### src/hw/rtl/rzm_pkg.sv
`default_nettype none
// ----------------------------------------------------------------------------
// rzm_pkg
// Shared types and constants of the rotozoom texture mapper.
// ----------------------------------------------------------------------------
package rzm_pkg;

  localparam int TEX_WIDTH_LOG2_DEF  = 6;
  localparam int TEX_HEIGHT_LOG2_DEF = 6;
  localparam int PIXEL_BITS_DEF      = 24;

  localparam int STEP_W   = 16;
  localparam int DIM_W    = 10;
  localparam int ACC_W    = 32;
  localparam int FRAC_W   = 8;
  localparam int ADDR_W   = 12;
  localparam int TEXEL_W  = 24;

  localparam int S_DATA_W = 40;
  localparam int M_DATA_W = 48;
  localparam int CFG_AW   = 4;
  localparam int CFG_DW   = 32;

  localparam logic MODE_TEXEL = 1'b0;
  localparam logic MODE_PIXEL = 1'b1;

  localparam logic [STEP_W-1:0] STEP_X_RST       = 16'd256;
  localparam logic [STEP_W-1:0] STEP_Y_RST       = 16'd0;
  localparam logic [DIM_W-1:0]  FRAME_WIDTH_RST  = 10'd320;
  localparam logic [DIM_W-1:0]  FRAME_HEIGHT_RST = 10'd240;

  typedef enum logic [1:0] {
    REG_STEP_X,
    REG_STEP_Y,
    REG_FRAME_WIDTH,
    REG_FRAME_HEIGHT
  } rzm_reg_t;

  typedef struct packed {
    logic signed [STEP_W-1:0] step_x;
    logic signed [STEP_W-1:0] step_y;
    logic [DIM_W-1:0]         frame_width;
    logic [DIM_W-1:0]         frame_height;
  } rzm_cfg_t;

  typedef struct packed {
    logic [DIM_W-1:0] dest_x;
    logic [DIM_W-1:0] dest_y;
    logic             row_end;
    logic             frame_end;
  } rzm_meta_t;

endpackage
`default_nettype wire

### src/hw/rtl/rzm_walk.sv
`default_nettype none
// ----------------------------------------------------------------------------
// rzm_walk
// Source coordinate walker: accumulators, raster counters, texel address.
// ----------------------------------------------------------------------------
module rzm_walk #(
  parameter int TEX_WIDTH_LOG2  = rzm_pkg::TEX_WIDTH_LOG2_DEF,
  parameter int TEX_HEIGHT_LOG2 = rzm_pkg::TEX_HEIGHT_LOG2_DEF
) (
  input  wire logic                                      clk,
  input  wire logic                                      rst,
  input  wire logic                                      advance,
  input  wire rzm_pkg::rzm_cfg_t                         cfg,
  output logic [TEX_WIDTH_LOG2+TEX_HEIGHT_LOG2-1:0]      raddr,
  output rzm_pkg::rzm_meta_t                             meta
);
  import rzm_pkg::*;

  logic [ACC_W-1:0] src_x, src_y, row_x, row_y;
  logic [ACC_W-1:0] src_x_next, src_y_next, row_x_next, row_y_next;
  logic [DIM_W-1:0] col, row, col_next, row_next;
  logic [ACC_W-1:0] sx, sy;
  logic [DIM_W:0]   col_inc, row_inc;

  assign sx = ACC_W'(cfg.step_x);
  assign sy = ACC_W'(cfg.step_y);

  assign raddr = {src_y[FRAC_W +: TEX_HEIGHT_LOG2], src_x[FRAC_W +: TEX_WIDTH_LOG2]};

  assign col_inc        = {1'b0, col} + 1'b1;
  assign row_inc        = {1'b0, row} + 1'b1;
  assign meta.dest_x    = col;
  assign meta.dest_y    = row;
  assign meta.row_end   = col_inc >= {1'b0, cfg.frame_width};
  assign meta.frame_end = meta.row_end && (row_inc >= {1'b0, cfg.frame_height});

  always_comb begin
    src_x_next = src_x + sx;
    src_y_next = src_y + sy;
    row_x_next = row_x;
    row_y_next = row_y;
    col_next   = col_inc[DIM_W-1:0];
    row_next   = row;
    if (meta.frame_end) begin
      src_x_next = '0;
      src_y_next = '0;
      row_x_next = '0;
      row_y_next = '0;
      col_next   = '0;
      row_next   = '0;
    end else if (meta.row_end) begin
      row_x_next = row_x - sy;
      row_y_next = row_y + sx;
      src_x_next = row_x_next;
      src_y_next = row_y_next;
      col_next   = '0;
      row_next   = row_inc[DIM_W-1:0];
    end
  end

  always_ff @(posedge clk) begin
    if (rst) begin
      src_x <= '0;
      src_y <= '0;
      row_x <= '0;
      row_y <= '0;
      col   <= '0;
      row   <= '0;
    end else if (advance) begin
      src_x <= src_x_next;
      src_y <= src_y_next;
      row_x <= row_x_next;
      row_y <= row_y_next;
      col   <= col_next;
      row   <= row_next;
    end
  end

  a_frame_clear: assert property (@(posedge clk) disable iff (rst)
    advance && meta.frame_end |=> (col == '0) && (row == '0) && (src_x == '0))
    else $error("walker not cleared after frame end");

  a_row_restart: assert property (@(posedge clk) disable iff (rst)
    advance && meta.row_end && !meta.frame_end |=> (col == '0) && (src_x == row_x))
    else $error("row did not restart at row start");

  a_col_range: assert property (@(posedge clk) disable iff (rst)
    col != {DIM_W{1'b1}})
    else $error("column counter out of range");

endmodule
`default_nettype wire

### config.mk
export PLATFORM = sky130hd
export DESIGN_NAME = rzm_walk
export DESIGN_NICKNAME = d
export VERILOG_FILES = /design/src/hw/rtl/rzm_pkg.sv /design/src/hw/rtl/rzm_walk.sv
export SDC_FILE = /design/constraint.sdc
export NUM_CORES = 1
export LEC_CHECK = 0
export CAP_MARGIN = 40
export CORE_UTILIZATION = 66
export DETAILED_ROUTE_END_ITERATION = 10
export DONT_BUFFER_PORTS = 1
export HOLD_SLACK_MARGIN = 0.1
export PLACE_DENSITY = 0.8
export SKIP_CTS_REPAIR_TIMING = 1
export SLEW_MARGIN = 25
export SYNTH_ARGS = -nofsm -noshare
export SYNTH_HDL_FRONTEND = slang
export SYNTH_SLANG_ARGS = --single-unit
### constraint.sdc
create_clock -name clk -period 9.1 [get_ports clk]
set_clock_uncertainty 0.15 [all_clocks]
set_input_delay 1.365 -clock clk [delete_from_list [all_inputs] [get_ports clk]]
set_output_delay 1.365 -clock clk [all_outputs]
set_load 0.01 [all_outputs]
==> results_dict.tcl, run 1 <==
set metrics [dict create \
    status "complete, but fails checks" \
    violations "design-rule violations" \
    rsz0062_at_grt "false" \
    hold_viol 0 \
    ys_ff_latch 76 \
    tightest_slew_ns 0.7208 \
    ant_nets 0 \
    max_slew_margin 0.5189 \
    min_to "row_y[6]" \
    worstReg2RegStart "col[0]" \
    wl_per_cell_um 17.04 \
    crit_fanout 32 \
    reg2reg_slack_ns 4.68 \
    period_minus_slack_ns 5.144 \
    wl_um 14760 \
    initial_core_util 0.6880 \
    grt_pass1_vias 5351 \
    synth_edf_count 0 \
    p_total_w 0.0008300 \
    yosys-top-cells-area "dfxtp_1 (25%), ha_1 (15%), a21oi_1 (6.6%)" \
    clk_latency_ns 0.36 \
    synth.most_common_cell "nand2_1" \
    drive_gt1_frac 0.05145 \
    crit_type "flip-flop to output pin" \
    io_pins 89 \
    syn_inst 781 \
    power_density_mw_per_mm2 133.7 \
    syn_to_final_growth_pct 2.478 \
    routabilityCongestion 0.8941 \
    vias_per_cell 6.415 \
    period_share 0.5653 \
    cts_tree "built" \
    die_h_um 97.81 \
    first_pass_iters 8 \
    fin_cells 866 \
    synth_area_per_cell_sq_um 7.757 \
    maxSlewViolCount 0 \
    dpl.hpwl_um 10540 \
    hold_path.class "flip-flop to flip-flop" \
    io_buffers 0 \
    cellLeakagePower_nw 2.803 \
    cp.arrival_ns 3.63 \
    holdPathStages 2 \
    synth_area_sq_mm 0.006058 \
    grt_pass1_wl_um 24450 \
    num_antenna_cells 0 \
    hold_ws_ns 0.3156 \
    rr_worst_depth 17 \
    num_vias 5555 \
    synth_area_leader_cell "dfxtp_1" \
    required_ns 7.59 \
    yosysWarnings 0 \
    hp-start "row_y[6]" \
    die_w_um 97.81 \
    async_flop_share 0 \
    cts_made_buffers 9 \
    vdd.ir_drop.worst_v 0.00009463 \
    first_iter_violations 306 \
    cap_violations 0 \
    placementRows 34 \
    core_sq_mm 0.008806 \
    finalSetupViolCount 0 \
    netlist_top_cells_count "nand2_1 (84), a21oi_1 (80), dfxtp_1 (76)" \
    grt_usage 0.3151 \
    ys_seq_area_frac 0.2511 \
    overflow 0 \
    fmax_mhz 194.4 \
    startpoint_type "flip-flop" \
    synth-main-ff-cell "dfxtp_1" \
    cts_buffer_depth 2 \
    htreeDepth 3 \
    grt_max_degree 79 \
    finalNetCount 886 \
    yosysTopAreaCellShare 0.2511 \
    setup_tns_ns 0 \
    clk_pin_slew_ns 0.07 \
    antenna_found_initial 0 \
    synthesis.nets 914 \
    cts-root-buf "clkbuf_8" \
    synth_cell_types 57 \
    placed_cells 849 \
    reg2reg_to "src_x[4]" \
    clkSinkCount 76 \
    endpoint_kind "output pin" \
    die_area_sq_mm 0.009567 \
    drc 16 \
]
==> worst max-delay path by stage <==
stage          startpoint  depth (start not counted)  slack, ns  endpoint
5_1_grt            col[0]                         12       3.70   meta[1]
6_report           col[0]                         12       3.96   meta[1]
4_1_cts            col[0]                         12       4.02   meta[1]
3_3_place_gp       col[0]                         12       4.47   meta[1]
2_1_floorplan     cfg[19]                          9       4.67   meta[0]
3_5_place_dp       col[0]                         12       4.42   meta[1]
==> stage by stage <==
step                cell area (sq um)  worst slack (ns)  utilization
floorplan                        6058             4.672            -
global placement                 5988             4.470       0.6800
detailed placement               5991             4.417       0.6803
CTS                              6193             4.020       0.7033
global route                     6208             3.697       0.7050
finish                           6208             3.956       0.7050
==> where the power goes <==
part	switching, W	internal (W)	leakage, nW	total, W
registers	0.0000188	0.000349	0.619	0.000368
clock network	0.000130	0.000141	0.102	0.000271
logic	0.000101	0.0000895	2.08	0.000191
==> metal layers <==
layer | vias to the layer above | global-route usage | part of all wire
met5 | - | 0 | 0
met4 | 0 | 0.1317 | 0.027
met3 | 32 | 0.04868 | 0.068
met2 | 199 | 0.5461 | 0.47
met1 | 2631 | 0.3906 | 0.43
li1 | 2693 | - | -
==> critical path, stage by stage (launching register included) <==
cell and delay [ns]:
dfxtp_1 0.48, ha_1 0.29, and3_1 0.21, and3_1 0.19, nand3_1 0.10, xnor2_1 0.22, ha_1 0.28, and3_1 0.18
a221oi_1 0.31, o21ai_1 0.13, a31oi_2 0.15, buf_4 0.39, inv_2 0.31
==> area by class of cell <==
type,count,area (sq um)
Multi-Input combinational cell,612,4116
Fill cell,713,2597
Sequential cell,76,1521
Inverter,48,180.2
Clock buffer,12,155.1
Tap cell,108,135.1
Timing Repair Buffer,6,52.55
Clock inverter,4,47.55
==> logic make-up (layout without fill, tap and decap cells) <==
group	count (synthesis)	in the layout	synth area share
and+or+nand+nor	254	254	0.1929
AOI/OAI and AO/OA	217	217	0.2264
muxes	2	2	0.003305
DFF	76	76	0.2511
xor gates and xnor gates	61	61	0.09046
buffers and inverters	93	70	0.06980
adders and majority gates	78	78	0.1660
==> registers in the layout (all words and copies together), names as in the netlist <==
signal,count
row_x,14
row_y,14
src_x,14
src_y,14
col,10
row,10
==> layout by cell type, fill, tap and decap left out, types with 2 or more instances in the layout <==
cell       n
a211oi_1   5
a31o_2     2
nor2_2     2
o21bai_1   6
ha_1      74
a21oi_1   80
nand4b_1   2
o21ai_0   41
nand2b_1   7
o21ai_1    4
clkbuf_8  11
dfxtp_1   76
inv_1     47
nand3_1   28
clkinv_2   2
xor2_1    17
nand4_1    2
fa_1       4
a22oi_1    9
nor2b_1    9
o211ai_1   6
nor2_1    66
a21oi_2    2
a31oi_1   15
buf_4      5
xnor2_1   43
nand2_1   84
nand3b_1   8
or2_2      3
a311oi_1   5
nor3_1    22
a21o_1    16
o21a_1     7
and3_1    14
o211ai_2   2
a221oi_1   4
or3_1      4
mux2i_1    2
Note: power is estimated with default switching activity, not from simulation.
==> run 2: changes to the inputs <==
- ABC_AREA: not set -> 1
- clock period: 9.1 -> 4.9 ns (I/O delays scaled with it)
==> results_dict.tcl, run 2 <==
set metrics [dict create \
    synth.most_common_cell "nand2_1" \
    dpl_cell_area_sq_mm 0.007066 \
    overflow 0 \
    tightest_slew_ns 0.5107 \
    hold_viol 0 \
    layout_commonest_cell "nand2_1" \
    routabilityCongestion 0.9151 \
    dpl.hpwl_um 13350 \
    grt_pass1_vias 6598 \
    crit_type "flip-flop to output pin" \
    max_slew_margin 0.6592 \
    finalNetCount 1248 \
    cp.arrival_ns 2.95 \
    yosysWarnings 0 \
    ys_seq_area_frac 0.2137 \
    worstReg2RegStart "col[0]" \
    grt_usage 0.3328 \
    synth-main-ff-cell "dfxtp_1" \
    status "complete, no violations" \
    synth_edf_count 0 \
    cts_buffer_depth 2 \
    required_ns 4.01 \
    synth_area_leader_cell "dfxtp_1" \
    cp-endpoint "meta[0]" \
    maxSlewViolCount 0 \
    hold_ws_ns 0.2746 \
    synthesis.nets 1274 \
    power_density_mw_per_mm2 228.9 \
    reg2reg_slack_ns 1.28 \
    placementRows 37 \
    cellLeakagePower_nw 3.832 \
    grt_max_degree 77 \
    wl_per_cell_um 13.99 \
    drc 0 \
    clkSinkCount 76 \
    cap_violations 0 \
    num_antenna_cells 0 \
    io_pins 89 \
    synth_area_sq_mm 0.007119 \
    hold_path.class "primary input to flip-flop" \
    vias_per_cell 5.495 \
    initial_core_util 0.6865 \
    critPathLaunch "col[0]" \
    vdd.ir_drop.worst_v 0.0001948 \
    async_flop_share 0 \
    period_minus_slack_ns 3.832 \
    post-route-util 0.7017 \
    die_area_sq_mm 0.01121 \
    synth_cell_types 38 \
    startpoint_type "flip-flop" \
    netlist_top_cells_count "nand2_1 (355), inv_1 (170), nand3_1 (120)" \
    period_share 0.7821 \
    ant_nets 0 \
    cts-root-buf "clkbuf_8" \
    yosys-top-cells-area "dfxtp_1 (21%), nand2_1 (19%), ha_1 (13%)" \
    p_total_w 0.001666 \
    wl_um 17580 \
    rr_worst_depth 17 \
    setup_tns_ns 0 \
    die_w_um 105.9 \
    reg2reg_to "src_y[9]" \
    ys_ff_latch 76 \
    first_pass_iters 5 \
    first_iter_violations 533 \
    rsz0062_at_grt "false" \
    finalSetupViolCount 0 \
    mostFrequentLayoutCells "nand2_1 (355), inv_1 (170), nand3_1 (120)" \
    cts_tree "built" \
    antenna_found_initial 0 \
    io_buffers 0 \
    grt_pass1_wl_um 29810 \
    num_vias 6902 \
    yosysTopAreaCellShare 0.2137 \
    htreeDepth 3 \
    core_sq_mm 0.01037 \
    endpoint_kind "output pin" \
    crit_fanout 16 \
    clk_pin_slew_ns 0.09 \
    clk_latency_ns 0.37 \
    cts_made_buffers 9 \
    syn_inst 1141 \
    synth_area_per_cell_sq_um 6.240 \
    syn_to_final_growth_pct 2.214 \
    stdcell_area_sq_mm 0.007277 \
    die_h_um 105.9 \
    fmax_mhz 260.9 \
    drive_gt1_frac 0.04821 \
]
[run 2: cell type report]
cell class              count  area [sq um]
multi-input cells         849          4674
fillers                   983          3093
flip-flops and latches     76          1521
clock inverters             5         60.06
repair buffers              6         45.04
inverters                 173         654.4
well taps                 136         170.2
clock buffers              11         151.4
[run 2: logic make-up after synthesis]
family | after synthesis | share of synthesized area
AO/OA/AOI/OAI | 134 | 0.1028
XOR/XNOR | 46 | 0.05659
adder cells (fa/ha/maj) | 78 | 0.1413
buffers and inverters | 216 | 0.1297
flip-flops | 76 | 0.2137
AND/OR/NAND/NOR | 591 | 0.3559
[run 2: worst min-delay path by stage]
| stage | from | end | slack [ns] | depth (start not counted) |
|---|---|---|---|---|
| floorplan | row_x[0] | row_x[0] | 0.29 | 2 |
| global placement | row_x[0] | row_x[0] | 0.30 | 2 |
| detailed placement | row_y[8] | row_y[8] | 0.30 | 2 |
| CTS | rst | row[8] | 0.26 | 1 |
| global route | rst | row[9] | 0.26 | 1 |
| finish | rst | row[8] | 0.27 | 1 |
[run 2: power breakdown]
group / total [W] / switching, W / internal (W)
Sequential: 0.000687 / 0.0000363 / 0.000651
Clock: 0.000520 / 0.000256 / 0.000264
Combinational: 0.000459 / 0.000279 / 0.000180
Total: 0.00167 / 0.000571 / 0.00109
[run 2: stage by stage]
stage	setup WS (ns)	instances
after floorplan	1.633	1141
after global placement	1.343	1240
after detailed placement	1.297	1240
after CTS	1.040	1256
after global routing	0.7827	1256
final	1.068	1256
[run 2: metal layers]
| metal | wire length (um) | up-vias | GRT usage |
|---|---|---|---|
| li1 | - | 3585 | - |
| met2 | 7976 | 186 | 0.5570 |
| met5 | 0 | - | 0 |
| met1 | 8093 | 3095 | 0.4266 |
| met4 | 409 | 0 | 0.1290 |
| met3 | 1098 | 36 | 0.05504 |
[run 2: critical path, cell delays in order, from the launching register on]
cell and delay, ns:
dfxtp_1 0.52, ha_1 0.24, nand2_1 0.09, nor4_1 0.24, xor2_1 0.25, ha_1 0.28
nand2_1 0.09, nor2_1 0.07, o21ai_0 0.08, nand2_1 0.09, nand2_1 0.13, nand3_4 0.23
nand2_2 0.17, inv_1 0.11
==> run 3: changes to the inputs <==
- ABC_AREA: 1 -> 0
- CORE_UTILIZATION: 66 -> 65
- PLACE_DENSITY: 0.8 -> 0.79
- clock period: 4.9 -> 3.9 ns (I/O delays scaled with it)
==> results_dict.tcl, run 3 (synthesis gave the netlist of run 1 again) <==
set metrics [dict create \
    violations "design-rule violations" \
    grt_pass1_wl_um 25110 \
    reg2reg_to "col[2]" \
    finalSetupViolCount 0 \
    layout_commonest_cell "nand2_1" \
    ant_nets 0 \
    period_minus_slack_ns 3.843 \
    drc 5 \
    hold_viol 0 \
    maxSlewViolCount 0 \
    fin_cells 883 \
    num_vias 5558 \
    dpl_cell_area_sq_mm 0.006066 \
    stdcell_area_sq_mm 0.006509 \
    clkSinkCount 76 \
    power_density_mw_per_mm2 313.3 \
    finalNetCount 903 \
    die_area_sq_mm 0.009710 \
    io_pins 89 \
    startpoint_type "flip-flop" \
    worstReg2RegStart "col[0]" \
    cp.arrival_ns 3.11 \
    critical_path_buf_inv_count 2 \
    placementRows 34 \
    wl_um 15710 \
    cts-root-buf "clkbuf_8" \
    period_share 0.9853 \
    wl_per_cell_um 17.79 \
    hold_path.class "primary input to flip-flop" \
    clk_pin_slew_ns 0.08 \
    hold_ws_ns 0.1242 \
    vias_per_cell 6.294 \
    cap_violations 0 \
    min_to "row_x[8]" \
    rr_worst_depth 17 \
    die_w_um 98.54 \
    hp-start "rst" \
    cts_made_buffers 9 \
    cts_buffer_depth 2 \
    path_delay_family "simple AND/OR/NAND/NOR gates" \
    cellLeakagePower_nw 2.951 \
    crit_fanout 8 \
    tightest_slew_ns 0.7266 \
    vdd.ir_drop.worst_v 0.0002075 \
    die_h_um 98.54 \
    num_antenna_cells 0 \
    setup_tns_ns 0 \
    fmax_mhz 260.2 \
    dpl.hpwl_um 11180 \
    max_slew_margin 0.5151 \
    holdPathStages 1 \
    grt_usage 0.3234 \
    endpoint_kind "output pin" \
    initial_core_util 0.6814 \
    mostFrequentLayoutCells "nand2_1 (84), a21oi_1 (80), ha_1 (73)" \
    first_pass_iters 8 \
    clk_latency_ns 0.38 \
    htreeDepth 3 \
    slowest_stage "dfxtp_2" \
    reg2reg_slack_ns 0.21 \
    status "complete, but fails checks" \
    regArea_sq_mm 0.001531 \
    overflow 0 \
    multiInputGateArea_sq_mm 0.004204 \
    slowest_delay_ns 0.36 \
    syn_to_final_growth_pct 7.435 \
    core_sq_mm 0.008891 \
    fillCellCount 690 \
    io_buffers 0 \
    cp_common_cell "and3_4" \
    routabilityCongestion 0.9285 \
    placed_cells 859 \
    cts_tree "built" \
    crit_type "flip-flop to output pin" \
    path_cells "ha_4 -> and3_4 -> and3_4 -> nand3_2 -> xnor2_2 -> ha_1 -> and3_2 -> a221oi_2 -> o21ai_2 -> a31oi_4 -> clkinv_4 -> buf_8" \
    grt_pass1_vias 5342 \
    antenna_found_initial 0 \
    drive_gt1_frac 0.1006 \
    required_ns 3.16 \
    grt_max_degree 79 \
    first_iter_violations 302 \
]
## run 3: changes by cell type in the layout (fill, tap and decap cells not counted), moves of 24 or more
cell,previous run,this run
nand2_1,355,84
inv_1,170,47
nand3_1,120,27
o21ai_0,11,41
xnor2_1,14,39
a21oi_1,104,80
## run 3: final cells by class
| cell class | count | area share |
|---|---|---|
| inverter | 48 | 0.02845 |
| tap | 108 | 0.02076 |
| clock buffer | 11 | 0.02326 |
| sequential | 76 | 0.2353 |
| timing repair buffer | 23 | 0.03345 |
| clock inverter | 5 | 0.01288 |
| multi-input combinational | 612 | 0.6459 |
## run 3: worst max-delay path by stage
stage / end / cells after the start / startpoint / slack, ns
detailed placement: meta[0] / 12 / col[1] / 0.23
CTS: meta[0] / 12 / col[1] / -0.17
global route: meta[1] / 12 / col[1] / -0.05
finish: meta[1] / 12 / col[0] / 0.06
floorplan: meta[0] / 13 / col[2] / 0.36
global placement: row[4] / 15 / col[1] / 0.11
## run 3: metal layers
metal / vias to the layer above / track usage / routed length [um]
met1: 2626 / 0.3956 / 6663
li1: 2718 / - / -
met2: 182 / 0.5531 / 7524
met5: - / 0 / 0
met4: 0 / 0.1160 / 418
met3: 32 / 0.08014 / 1106
## run 3: report_power, final
part           switching (W)  internal, W  leakage (nW)  total [W]
combinational       0.000247     0.000214          2.22   0.000461
clock               0.000325     0.000396         0.112   0.000721
sequential         0.0000418     0.000815         0.622   0.000857
total               0.000614      0.00143          2.95    0.00204
## run 3: through the flow
step	power (W)	utilization	setup WS, ns
after floorplan	0.001267	-	0.3627
after global placement	0.001294	0.6820	0.1101
after detailed placement	0.001317	0.6822	0.2339
after CTS	0.002027	0.7087	-0.1749
after global routing	0.002135	0.7321	-0.05320
final	0.002039	0.7321	0.05730
